## config.mk

```make
export PLATFORM = sky130hd
export DESIGN_NAME = filled_circle_span_generator
export DESIGN_NICKNAME = d
export VERILOG_FILES = /design/src/hw/rtl/fcsg_pkg.sv /design/src/hw/rtl/filled_circle_span_generator.sv /design/src/hw/rtl/fcsg_fifo.sv /design/src/hw/rtl/fcsg_front.sv /design/src/hw/rtl/fcsg_walk.sv
export SDC_FILE = /design/constraint.sdc
export NUM_CORES = 1
export LEC_CHECK = 0
export ABC_CLOCK_PERIOD_IN_PS = 10200
export BUFFER_PORTS_ARGS = -buffer_cell sky130_fd_sc_hd__buf_2
export CAP_MARGIN = 20
export CORE_MARGIN = 8
export CORE_UTILIZATION = 25
export CTS_CLUSTER_DIAMETER = 200
export CTS_CLUSTER_SIZE = 8
export DETAILED_ROUTE_END_ITERATION = 16
export PLACE_DENSITY_LB_ADDON = 0.3
export RECOVER_POWER = 25
export SLEW_MARGIN = 20
export SYNTH_ARGS = -nofsm -noshare
export SYNTH_HDL_FRONTEND = slang
export SYNTH_SLANG_ARGS = --single-unit
```

## constraint.sdc

```tcl
create_clock -name clk_i -period 10.2 [get_ports clk_i]
set_input_delay 2.55 -clock clk_i [delete_from_list [all_inputs] [get_ports clk_i]]
set_output_delay 2.55 -clock clk_i [all_outputs]
set_load 0.03 [all_outputs]
```

## src/hw/rtl/fcsg_pkg.sv

```systemverilog
`timescale 1ns / 1ps
package fcsg_pkg;

  localparam int unsigned CoordW  = 12;
  localparam int unsigned RadiusW = 4;
  localparam int unsigned OffW    = 6;
  localparam int unsigned DecW    = 8;

  typedef struct packed {
    logic signed [CoordW-1:0]  cx;
    logic signed [CoordW-1:0]  cy;
    logic        [RadiusW-1:0] r;
  } job_t;

  typedef struct packed {
    logic signed [CoordW-1:0] row;
    logic signed [CoordW-1:0] left;
    logic signed [CoordW-1:0] right;
    logic                     last;
  } span_t;

  typedef enum logic {
    WalkIdle,
    WalkRun
  } walk_state_e;

  typedef enum logic [1:0] {
    PhLowWide    = 2'd0,
    PhHighNarrow = 2'd1,
    PhLowNarrow  = 2'd2,
    PhHighWide   = 2'd3
  } span_phase_e;

endpackage

```

## src/hw/rtl/filled_circle_span_generator.sv

```systemverilog
`timescale 1ns / 1ps
// The first span word of a circle reaches the outputs through the front register,
// circle queue, walker registers and span queue. The walker pushes one span word per
// cycle while the span queue is not full, four per walk step, steps <= radius + 1.
// A 2-deep circle queue and a 2-deep span queue let front and walker stall apart.
// Reset (async, active low) empties both queues and idles the walker.
module filled_circle_span_generator #(
  parameter int unsigned MAX_RADIUS = 15
) (
  input  logic                                clk_i,
  input  logic                                rst_ni,
  input  logic                                push,
  output logic                                full,
  input  logic signed [fcsg_pkg::CoordW-1:0]  center_x_i,
  input  logic signed [fcsg_pkg::CoordW-1:0]  center_y_i,
  input  logic        [fcsg_pkg::RadiusW-1:0] radius_i,
  output logic                                empty,
  input  logic                                pop,
  output logic signed [fcsg_pkg::CoordW-1:0]  span_row_o,
  output logic signed [fcsg_pkg::CoordW-1:0]  span_left_o,
  output logic signed [fcsg_pkg::CoordW-1:0]  span_right_o,
  output logic                                last_span_o
);

  import fcsg_pkg::*;

  logic  job_push, job_full, job_empty, job_pop;
  job_t  job_in, job_out;
  logic  span_push, span_full;
  span_t span_in, span_out;

  fcsg_front #(
    .MAX_RADIUS (MAX_RADIUS)
  ) u_front (
    .clk_i       (clk_i),
    .rst_ni      (rst_ni),
    .push_i      (push),
    .full_o      (full),
    .center_x_i  (center_x_i),
    .center_y_i  (center_y_i),
    .radius_i    (radius_i),
    .job_valid_o (job_push),
    .job_o       (job_in),
    .job_full_i  (job_full)
  );

  fcsg_fifo #(
    .data_t (job_t),
    .DEPTH  (2)
  ) u_job_fifo (
    .clk_i   (clk_i),
    .rst_ni  (rst_ni),
    .push_i  (job_push),
    .data_i  (job_in),
    .full_o  (job_full),
    .pop_i   (job_pop),
    .data_o  (job_out),
    .empty_o (job_empty)
  );

  fcsg_walk u_walk (
    .clk_i       (clk_i),
    .rst_ni      (rst_ni),
    .job_empty_i (job_empty),
    .job_i       (job_out),
    .job_pop_o   (job_pop),
    .span_push_o (span_push),
    .span_o      (span_in),
    .span_full_i (span_full)
  );

  fcsg_fifo #(
    .data_t (span_t),
    .DEPTH  (2)
  ) u_span_fifo (
    .clk_i   (clk_i),
    .rst_ni  (rst_ni),
    .push_i  (span_push),
    .data_i  (span_in),
    .full_o  (span_full),
    .pop_i   (pop),
    .data_o  (span_out),
    .empty_o (empty)
  );

  assign span_row_o   = span_out.row;
  assign span_left_o  = span_out.left;
  assign span_right_o = span_out.right;
  assign last_span_o  = span_out.last;

`ifndef SYNTHESIS
  a_span_no_overflow: assert property (@(posedge clk_i) disable iff (!rst_ni)
    span_push |-> !span_full)
    else $error("span word pushed into full queue");

  a_job_pop_nonempty: assert property (@(posedge clk_i) disable iff (!rst_ni)
    job_pop |-> !job_empty)
    else $error("walker took a circle from an empty queue");

  a_span_visible: assert property (@(posedge clk_i) disable iff (!rst_ni)
    span_push |=> !empty)
    else $error("span word lost after push");
`endif

endmodule

```

## src/hw/rtl/fcsg_fifo.sv

```systemverilog
`timescale 1ns / 1ps
module fcsg_fifo #(
  parameter type         data_t = logic,
  parameter int unsigned DEPTH  = 2
) (
  input  logic  clk_i,
  input  logic  rst_ni,
  input  logic  push_i,
  input  data_t data_i,
  output logic  full_o,
  input  logic  pop_i,
  output data_t data_o,
  output logic  empty_o
);

  localparam int unsigned PtrW = (DEPTH > 1) ? $clog2(DEPTH) : 1;
  localparam int unsigned CntW = $clog2(DEPTH + 1);

  data_t            mem_q [DEPTH];
  logic [PtrW-1:0]  wr_ptr_q, wr_ptr_d;
  logic [PtrW-1:0]  rd_ptr_q, rd_ptr_d;
  logic [CntW-1:0]  cnt_q, cnt_d;
  logic             do_push, do_pop;

  assign full_o  = (cnt_q == CntW'(DEPTH));
  assign empty_o = (cnt_q == '0);
  assign do_push = push_i && !full_o;
  assign do_pop  = pop_i && !empty_o;
  assign data_o  = mem_q[rd_ptr_q];

  always_comb begin
    wr_ptr_d = wr_ptr_q;
    rd_ptr_d = rd_ptr_q;
    cnt_d    = cnt_q;
    if (do_push) begin
      wr_ptr_d = (wr_ptr_q == PtrW'(DEPTH - 1)) ? '0 : wr_ptr_q + PtrW'(1);
    end
    if (do_pop) begin
      rd_ptr_d = (rd_ptr_q == PtrW'(DEPTH - 1)) ? '0 : rd_ptr_q + PtrW'(1);
    end
    if (do_push && !do_pop) begin
      cnt_d = cnt_q + CntW'(1);
    end else if (do_pop && !do_push) begin
      cnt_d = cnt_q - CntW'(1);
    end
  end

  always_ff @(posedge clk_i or negedge rst_ni) begin
    if (!rst_ni) begin
      wr_ptr_q <= '0;
      rd_ptr_q <= '0;
      cnt_q    <= '0;
    end else begin
      wr_ptr_q <= wr_ptr_d;
      rd_ptr_q <= rd_ptr_d;
      cnt_q    <= cnt_d;
    end
  end

  always_ff @(posedge clk_i) begin
    if (do_push) begin
      mem_q[wr_ptr_q] <= data_i;
    end
  end

endmodule

```

## src/hw/rtl/fcsg_front.sv

```systemverilog
`timescale 1ns / 1ps
module fcsg_front #(
  parameter int unsigned MAX_RADIUS = 15
) (
  input  logic                                   clk_i,
  input  logic                                   rst_ni,
  input  logic                                   push_i,
  output logic                                   full_o,
  input  logic signed [fcsg_pkg::CoordW-1:0]     center_x_i,
  input  logic signed [fcsg_pkg::CoordW-1:0]     center_y_i,
  input  logic        [fcsg_pkg::RadiusW-1:0]    radius_i,
  output logic                                   job_valid_o,
  output fcsg_pkg::job_t                         job_o,
  input  logic                                   job_full_i
);

  import fcsg_pkg::*;

  localparam logic [RadiusW-1:0] RadiusMax = RadiusW'(MAX_RADIUS);

  logic valid_q, valid_d;
  job_t job_q;
  logic take;

  assign full_o      = valid_q && job_full_i;
  assign take        = push_i && !full_o;
  assign job_valid_o = valid_q;
  assign job_o       = job_q;

  always_comb begin
    valid_d = valid_q;
    if (take) begin
      valid_d = 1'b1;
    end else if (valid_q && !job_full_i) begin
      valid_d = 1'b0;
    end
  end

  always_ff @(posedge clk_i or negedge rst_ni) begin
    if (!rst_ni) begin
      valid_q <= 1'b0;
    end else begin
      valid_q <= valid_d;
    end
  end

  // clamp radius on entry
  always_ff @(posedge clk_i) begin
    if (take) begin
      job_q.cx <= center_x_i;
      job_q.cy <= center_y_i;
      job_q.r  <= (radius_i > RadiusMax) ? RadiusMax : radius_i;
    end
  end

endmodule

```

## src/hw/rtl/fcsg_walk.sv

```systemverilog
`timescale 1ns / 1ps
module fcsg_walk (
  input  logic            clk_i,
  input  logic            rst_ni,
  input  logic            job_empty_i,
  input  fcsg_pkg::job_t  job_i,
  output logic            job_pop_o,
  output logic            span_push_o,
  output fcsg_pkg::span_t span_o,
  input  logic            span_full_i
);

  import fcsg_pkg::*;

  walk_state_e              state_q, state_d;
  span_phase_e              phase_q, phase_d;
  job_t                     job_q;
  logic signed [OffW-1:0]   x_q, x_d, nx;
  logic signed [OffW-1:0]   y_q, y_d, ny;
  logic signed [DecW-1:0]   d_q, d_d, nd;
  logic signed [DecW-1:0]   x8, y8, r8;
  logic signed [CoordW-1:0] xe, ye;
  logic                     step_done;
  logic                     load;

  assign x8 = {{(DecW-OffW){x_q[OffW-1]}}, x_q};
  assign y8 = {{(DecW-OffW){y_q[OffW-1]}}, y_q};
  assign r8 = {{(DecW-RadiusW){1'b0}}, job_q.r};
  assign xe = {{(CoordW-OffW){x_q[OffW-1]}}, x_q};
  assign ye = {{(CoordW-OffW){y_q[OffW-1]}}, y_q};

  // decision update for the next step
  always_comb begin
    nx = x_q;
    ny = y_q;
    if (d_q >= (x8 <<< 1)) begin
      nd = d_q - (x8 <<< 1) - DecW'(1);
      nx = x_q + OffW'(1);
    end else if (d_q < ((r8 - y8) <<< 1)) begin
      nd = d_q + (y8 <<< 1) - DecW'(1);
      ny = y_q - OffW'(1);
    end else begin
      nd = d_q + ((y8 - x8 - DecW'(1)) <<< 1);
      ny = y_q - OffW'(1);
      nx = x_q + OffW'(1);
    end
  end

  assign step_done = (phase_q == PhHighWide);

  always_comb begin
    span_o.last = step_done && (ny < nx);
    case (phase_q)
      PhLowWide: begin
        span_o.row   = job_q.cy + xe;
        span_o.left  = job_q.cx - ye;
        span_o.right = job_q.cx + ye;
      end
      PhHighNarrow: begin
        span_o.row   = job_q.cy + ye;
        span_o.left  = job_q.cx - xe;
        span_o.right = job_q.cx + xe;
      end
      PhLowNarrow: begin
        span_o.row   = job_q.cy - ye;
        span_o.left  = job_q.cx - xe;
        span_o.right = job_q.cx + xe;
      end
      default: begin
        span_o.row   = job_q.cy - xe;
        span_o.left  = job_q.cx - ye;
        span_o.right = job_q.cx + ye;
      end
    endcase
  end

  always_comb begin
    state_d     = state_q;
    phase_d     = phase_q;
    x_d         = x_q;
    y_d         = y_q;
    d_d         = d_q;
    load        = 1'b0;
    job_pop_o   = 1'b0;
    span_push_o = 1'b0;
    case (state_q)
      WalkIdle: begin
        if (!job_empty_i) begin
          job_pop_o = 1'b1;
          load      = 1'b1;
          x_d       = '0;
          y_d       = {{(OffW-RadiusW){1'b0}}, job_i.r};
          d_d       = {{(DecW-RadiusW){1'b0}}, job_i.r} - DecW'(1);
          phase_d   = PhLowWide;
          state_d   = WalkRun;
        end
      end
      WalkRun: begin
        if (!span_full_i) begin
          span_push_o = 1'b1;
          if (step_done) begin
            phase_d = PhLowWide;
            x_d     = nx;
            y_d     = ny;
            d_d     = nd;
            if (span_o.last) begin
              state_d = WalkIdle;
            end
          end else begin
            phase_d = span_phase_e'(phase_q + 2'd1);
          end
        end
      end
      default: begin
        state_d = WalkIdle;
      end
    endcase
  end

  always_ff @(posedge clk_i or negedge rst_ni) begin
    if (!rst_ni) begin
      state_q <= WalkIdle;
      phase_q <= PhLowWide;
      x_q     <= '0;
      y_q     <= '0;
      d_q     <= '0;
    end else begin
      state_q <= state_d;
      phase_q <= phase_d;
      x_q     <= x_d;
      y_q     <= y_d;
      d_q     <= d_d;
    end
  end

  always_ff @(posedge clk_i) begin
    if (load) begin
      job_q <= job_i;
    end
  end

endmodule
```

==> flow_summary.json, run 1 <==
{
  "synth.most_common_cell": "edfxtp_1",
  "grt_first_pass_wirelength_um": 42460,
  "yosysTopAreaCellShare_pct": 47.94,
  "crit_path_start_kind": "flip-flop",
  "num_io_pins": 71,
  "fin_setup_tns_ns": 0,
  "cts_tree": "yes",
  "netlist_instances": 935,
  "status": "finished with violations",
  "dieHeight_um": 230.7,
  "vias_per_cell": 4.436,
  "antenna_cells": 0,
  "violations": "capacitance limit, slew limit",
  "crit_top_cell": "ha_1",
  "crit_type": "flip-flop to flip-flop",
  "worst_slew_margin_rel_pct": -22.71,
  "globalplace.congestion": 0.9068,
  "required_ns": 10.49,
  "crit_path_cell_trace": "ha_1, inv_1, fa_1, a21o_1, a21oi_1, o21ai_0, ha_1, nor2b_1, o21ai_0, nor3_1, nand2_1, nand4_1, xnor2_1, ha_1, and4_1, o311ai_0, a31oi_1, a211oi_1, o21a_1",
  "grt_use_total_pct": 9.925,
  "dp.cells": 1587,
  "cts_max_level": 1,
  "fillers": 4640,
  "grt_start_max_net_pins": 37,
  "final_net_count": 1150,
  "numCtsBuffers": 30,
  "final_cells": 1644,
  "cts.sinks": 216,
  "final_area_um2": 13470,
  "synth_edf_count": 184,
  "cts_resized": 0,
  "globalRouteOverflowTotal": 0,
  "synth_top_area_cell": "edfxtp_1",
  "yosysWarnings": 0,
  "reg2reg_depth": 19,
  "vias": 7292,
  "rsz0062_at_grt": "no",
  "cap_viol_max_count": 3,
  "worst_path_largest_cell_delay_ns": 0.50,
  "path_clk_slew_ns": 0.06,
  "syn_area_per_cell_um2": 12.33,
  "clock_latency_ns": 0.55,
  "layout-drive-gt1-share_pct": 16.48,
  "die_x_um": 230.7,
  "setup_viol_count_final": 0,
  "area_growth_pct": 16.87,
  "initialDrtViolationCount": 529,
  "wirelength_um": 27040,
  "cp.arrival_ns": 4.90,
  "ys_seq_area_share_pct": 54.89,
  "synthTopCellsByArea": "edfxtp_1 (48%), ha_1 (9.8%), dfrtp_1 (6.9%)",
  "end_kind": "flip-flop",
  "crit_path_max_fanout": 12,
  "synth_flop_cell": "edfxtp_1",
  "ctsHoldBuffers": 0,
  "finalCritPeriodShare_pct": 45.18,
  "rows": 78,
  "hold_violations": 0,
  "avgRoutedWirePerCell_um": 16.45,
  "finalMaxSlewViolations": 88,
  "core_area_um2": 45480,
  "synth_nets": 1065,
  "period_minus_slack_ns": 4.609,
  "fmax_ghz": 0.2170,
  "initial_core_util_pct": 25.34,
  "synth-seq-cells": 216,
  "placement.io_buffers": 70,
  "ys_top_cells_by_count": "edfxtp_1 (184), ha_1 (90), inv_1 (79)",
  "netlist_area_um2": 11520,
  "dp_hpwl_um": 19550,
  "tightest_slew_ns": 1.841,
  "hold_path_depth": 0,
  "slowest_stage": "dfrtp_1",
  "ant_nets": 0,
  "drc": 0,
  "fin_skew_ns": 0.01524,
  "drt_first_pass_iters": 5,
  "r2r_slack_ns": 5.59,
  "grt_pass1_vias": 7168,
  "clockBufferDepth": 3,
  "antenna_found_initial": 0,
  "clock-root-buffer": "clkbuf_16",
  "die-area_um2": 53220,
  "ys_types": 58,
  "worstHoldPathType": "flip-flop to flip-flop",
  "dpl_cell_area_um2": 12600,
  "synth-async-reset-ratio_pct": 14.81,
  "cts_setup_buffers": 0
}
-- critical path, delay by kind of cell, from the launching register on --
kind	cells	cell delay, ns
adders and majority gates	4	1.25
DFF	1	0.50
buffers and inverters	1	0.06
and+or+nand+nor	5	1.22
xor gates and xnor gates	1	0.10
AOI/OAI and AO/OA	8	1.23
-- layer usage --
layer / up-vias / GRT usage [%] / share of wire [%]
li1: 3590 / - / -
met1: 3492 / 14.26 / 50
met2: 175 / 15.08 / 43
met3: 35 / 2.024 / 5.6
met4: 0 / 2.475 / 2.1
met5: - / 0 / 0
-- cell type report --
type / count / area (um^2) / area share (%)
Clock inverter: 1 / 16.27 / 0.1208
Timing Repair Buffer: 82 / 441.7 / 3.279
Sequential cell: 216 / 6326 / 46.97
Clock buffer: 55 / 844.6 / 6.270
Tap cell: 600 / 750.7 / 5.574
Inverter: 79 / 296.5 / 2.202
Multi-Input combinational cell: 611 / 4793 / 35.59
-- flip-flops by register name, indices dropped and copies added, names as in the netlist --
| name | count |
|---|---|
| u_walk.phase_q | 2 |
| u_job_fifo.rd_ptr_q | 1 |
| u_job_fifo.mem_q | 56 |
| u_walk.job_q | 28 |
| u_span_fifo.wr_ptr_q | 1 |
| u_job_fifo.cnt_q | 2 |
| u_walk.d_q | 8 |
| u_front.job_valid_o | 1 |
| u_walk.state_q | 1 |
| u_front.job_o | 28 |
| u_walk.x_q | 6 |
| u_span_fifo.cnt_q | 2 |
| u_span_fifo.mem_q | 72 |
| u_span_fifo.rd_ptr_q | 1 |
| u_walk.y_q | 6 |
| u_job_fifo.wr_ptr_q | 1 |
-- stage by stage --
step                worst slack (ns)  hold slack [ns]  utilization (%)
detailed placement             5.644           0.4343            27.70
global placement               5.765           0.4269            27.70
CTS                            5.537           0.4465            29.60
floorplan                      6.015           0.4215                -
finish                         5.591           0.4403            29.62
global route                   5.097           0.4474            29.62
-- layout by cell type (no fill, tap or decap), types with 8 or more instances in the layout --
| cell type | count |
|---|---|
| mux2i_1 | 10 |
| o31ai_1 | 9 |
| o21ai_0 | 45 |
| nand4_1 | 9 |
| inv_1 | 79 |
| clkbuf_1 | 28 |
| nor2b_1 | 12 |
| nor2_1 | 61 |
| edfxtp_1 | 184 |
| clkbuf_16 | 30 |
| a21oi_1 | 72 |
| nand3_1 | 10 |
| ha_1 | 90 |
| xor2_1 | 19 |
| buf_2 | 70 |
| nor3_1 | 12 |
| o21bai_1 | 10 |
| nand2_1 | 35 |
| a21o_1 | 10 |
| buf_4 | 8 |
| mux2_2 | 54 |
| xnor2_1 | 56 |
| dfrtp_1 | 32 |
| fa_1 | 8 |
-- kinds of logic after synthesis --
| logic type | count (synthesis) | share of synthesized area, % |
|---|---|---|
| compound gates | 195 | 10.69 |
| simple gates | 172 | 7.122 |
| fa+ha+maj | 98 | 11.16 |
| buf+inv | 108 | 3.604 |
| xor+xnor | 75 | 5.700 |
| flops | 216 | 54.89 |
| mux | 71 | 6.829 |
-- final timing paths --
check,startpoint,end
max in group asynchronous,rst_ni,u_front.job_valid_o
hold reg to reg,u_front.job_o[1],u_job_fifo.mem_q[1][1]
min in group asynchronous,rst_ni,u_walk.d_q[4]
hold / removal,u_front.job_o[1],u_job_fifo.mem_q[1][1]
setup reg to reg,u_walk.y_q[0],u_span_fifo.mem_q[0][0]
setup / recovery,u_walk.y_q[0],u_span_fifo.mem_q[0][0]
Power of run 1 is left out: the tool's default activity adds up to more than one toggle a clock period on the data nets, which glitch-free logic cannot reach.
==> inputs of run 2 (changes only) <==
--- a/config.mk
+++ b/config.mk
@@ -5,7 +5,7 @@
 export SDC_FILE = /design/constraint.sdc
 export NUM_CORES = 1
 export LEC_CHECK = 0
-export ABC_CLOCK_PERIOD_IN_PS = 10200
+export ABC_CLOCK_PERIOD_IN_PS = 4190
 export BUFFER_PORTS_ARGS = -buffer_cell sky130_fd_sc_hd__buf_2
 export CAP_MARGIN = 20
 export CORE_MARGIN = 8
==> constraint.sdc (replaced) <==
create_clock -name clk_i -period 4.19 [get_ports clk_i]
set_input_delay 1.0475 -clock clk_i [delete_from_list [all_inputs] [get_ports clk_i]]
set_output_delay 1.0475 -clock clk_i [all_outputs]
set_load 0.03 [all_outputs]
==> flow_summary.json, run 2 (synthesis results as in run 1) <==
{
  "r2r-start": "u_walk.job_q[0]",
  "slowest_stage": "fa_2",
  "pre_cts_slack_ns": -0.008432,
  "layout_commonest_cell": "edfxtp_1",
  "vias": 7332,
  "finalCritPeriodShare_pct": 96.34,
  "dieHeight_um": 230.7,
  "drc": 0,
  "die-area_um2": 53220,
  "antenna_cells": 0,
  "globalplace.congestion": 0.8645,
  "cp.arrival_ns": 4.33,
  "tightest_slew_ns": 2.071,
  "avgRoutedWirePerCell_um": 16.22,
  "rsz0062_at_grt": "yes",
  "violations": "capacitance limit, slew limit",
  "postLayoutCoreUtil_pct": 30.13,
  "layout-drive-gt1-share_pct": 19.66,
  "grt_use_total_pct": 9.959,
  "placement.io_buffers": 70,
  "required_ns": 4.48,
  "cap_viol_max_count": 1,
  "period_minus_slack_ns": 4.037,
  "worst_path_largest_cell_delay_ns": 0.38,
  "cpLargestDelayFamily": "adder cells",
  "crit_path_start_kind": "flip-flop",
  "globalRouteOverflowTotal": 0,
  "worst_slew_margin_rel_pct": -38.06,
  "r2r-end": "u_span_fifo.mem_q[0][0]",
  "r2r_slack_ns": 0.15,
  "end_kind": "flip-flop",
  "vias_per_cell": 4.396,
  "status": "finished with violations",
  "num_io_pins": 71,
  "clockBufferDepth": 3,
  "reg_top3": "u_span_fifo.mem_q x72, u_job_fifo.mem_q x56",
  "fin_ws_ns": 0.1533,
  "wirelength_um": 27060,
  "reg2reg_depth": 20,
  "clock-root-buffer": "clkbuf_16",
  "clock_latency_ns": 0.56,
  "crit_type": "flip-flop to flip-flop",
  "hold_path_depth": 0,
  "layout_common_cells": "edfxtp_1 (184), ha_1 (89), inv_1 (77)",
  "grt_first_pass_wirelength_um": 42620,
  "grt_start_max_net_pins": 37,
  "ant_nets": 0,
  "crit_path_cell_trace": "inv_1, ha_2, inv_2, fa_2, a21o_1, a21oi_2, xnor2_1, ha_1, a21oi_2, nor3b_2, nor3_2, nand2_2, nand4_1, xnor2_1, ha_1, and4_4, o311ai_4, a31oi_1, a211oi_2, o21a_1",
  "dp_hpwl_um": 19750,
  "hold_violations": 0,
  "fin_skew_ns": 0.02017,
  "grt_pass1_vias": 7542,
  "setup_viol_count_final": 0,
  "antenna_found_initial": 0,
  "finalMaxSlewViolations": 33,
  "initial_core_util_pct": 25.34,
  "core_area_um2": 45480,
  "top_register": "u_span_fifo.mem_q",
  "drt_first_pass_iters": 5,
  "die_x_um": 230.7,
  "rows": 78,
  "path_clk_slew_ns": 0.05,
  "hold_path_end": "u_job_fifo.mem_q[1][7]",
  "worstHoldPathType": "flip-flop to flip-flop",
  "hold_start": "u_front.job_o[7]",
  "crit_path_max_fanout": 4,
  "cts_max_level": 1,
  "initialDrtViolationCount": 535,
  "numCtsBuffers": 30,
  "final_net_count": 1174,
  "cts.sinks": 216,
  "area_growth_pct": 18.88,
  "path_buf_inv": 2,
  "cts_tree": "yes",
  "fmax_ghz": 0.2477,
  "ctsHoldBuffers": 0,
  "largest_reg_flops": 72
}
## run 2: worst max-delay path by stage
stage,start,endpoint,depth (start not counted)
floorplan,u_walk.y_q[0],u_span_fifo.mem_q[0][0],20
global placement,u_walk.job_q[0],u_span_fifo.mem_q[1][0],20
detailed placement,u_walk.job_q[0],u_span_fifo.mem_q[1][0],20
CTS,u_walk.job_q[0],u_span_fifo.mem_q[0][0],20
global route,u_walk.job_q[0],u_span_fifo.mem_q[0][0],20
finish,u_walk.job_q[0],u_span_fifo.mem_q[0][0],20
## run 2: layout make-up
type / instances / area [um^2]
multi-input cells: 611 / 4843
fillers: 4660 / 31780
clock inverters: 1 / 16.27
inverters: 79 / 296.5
well taps: 600 / 750.7
flip-flops and latches: 216 / 6326
clock buffers: 55 / 844.6
repair buffers: 106 / 623.1
## run 2: what timing repair did
item                                    4_1_cts  5_1_grt
endpoints found under the setup margin        2        3
pin swaps                                     0       14
buffers inserted                              0        4
resized for setup                             1       14
## run 2: routing by layer
metal  vias to the layer above  GRT usage [%]  wire [um]  part of all wire, %
met2                       193          15.23      11730                   43
li1                       3644              -          -                    -
met5                         -              0          0                    0
met4                         0          2.950        559                  2.1
met3                        39          2.306       1599                  5.9
met1                      3456          13.88      13180                   49
## run 2: stage by stage
stage / hold WS [ns] / std cells / setup TNS, ns / instance area, um^2
after global placement: 0.4272 / 1607 / 0 / 12750
final: 0.4428 / 1668 / 0 / 13700
after global routing: 0.4602 / 1668 / -0.08876 / 13700
after floorplan: 0.4215 / 935 / 0 / 11520
after detailed placement: 0.4290 / 1607 / -0.01686 / 12750
after CTS: 0.4416 / 1663 / 0 / 13620
Power of run 2 is left out for the same reason.
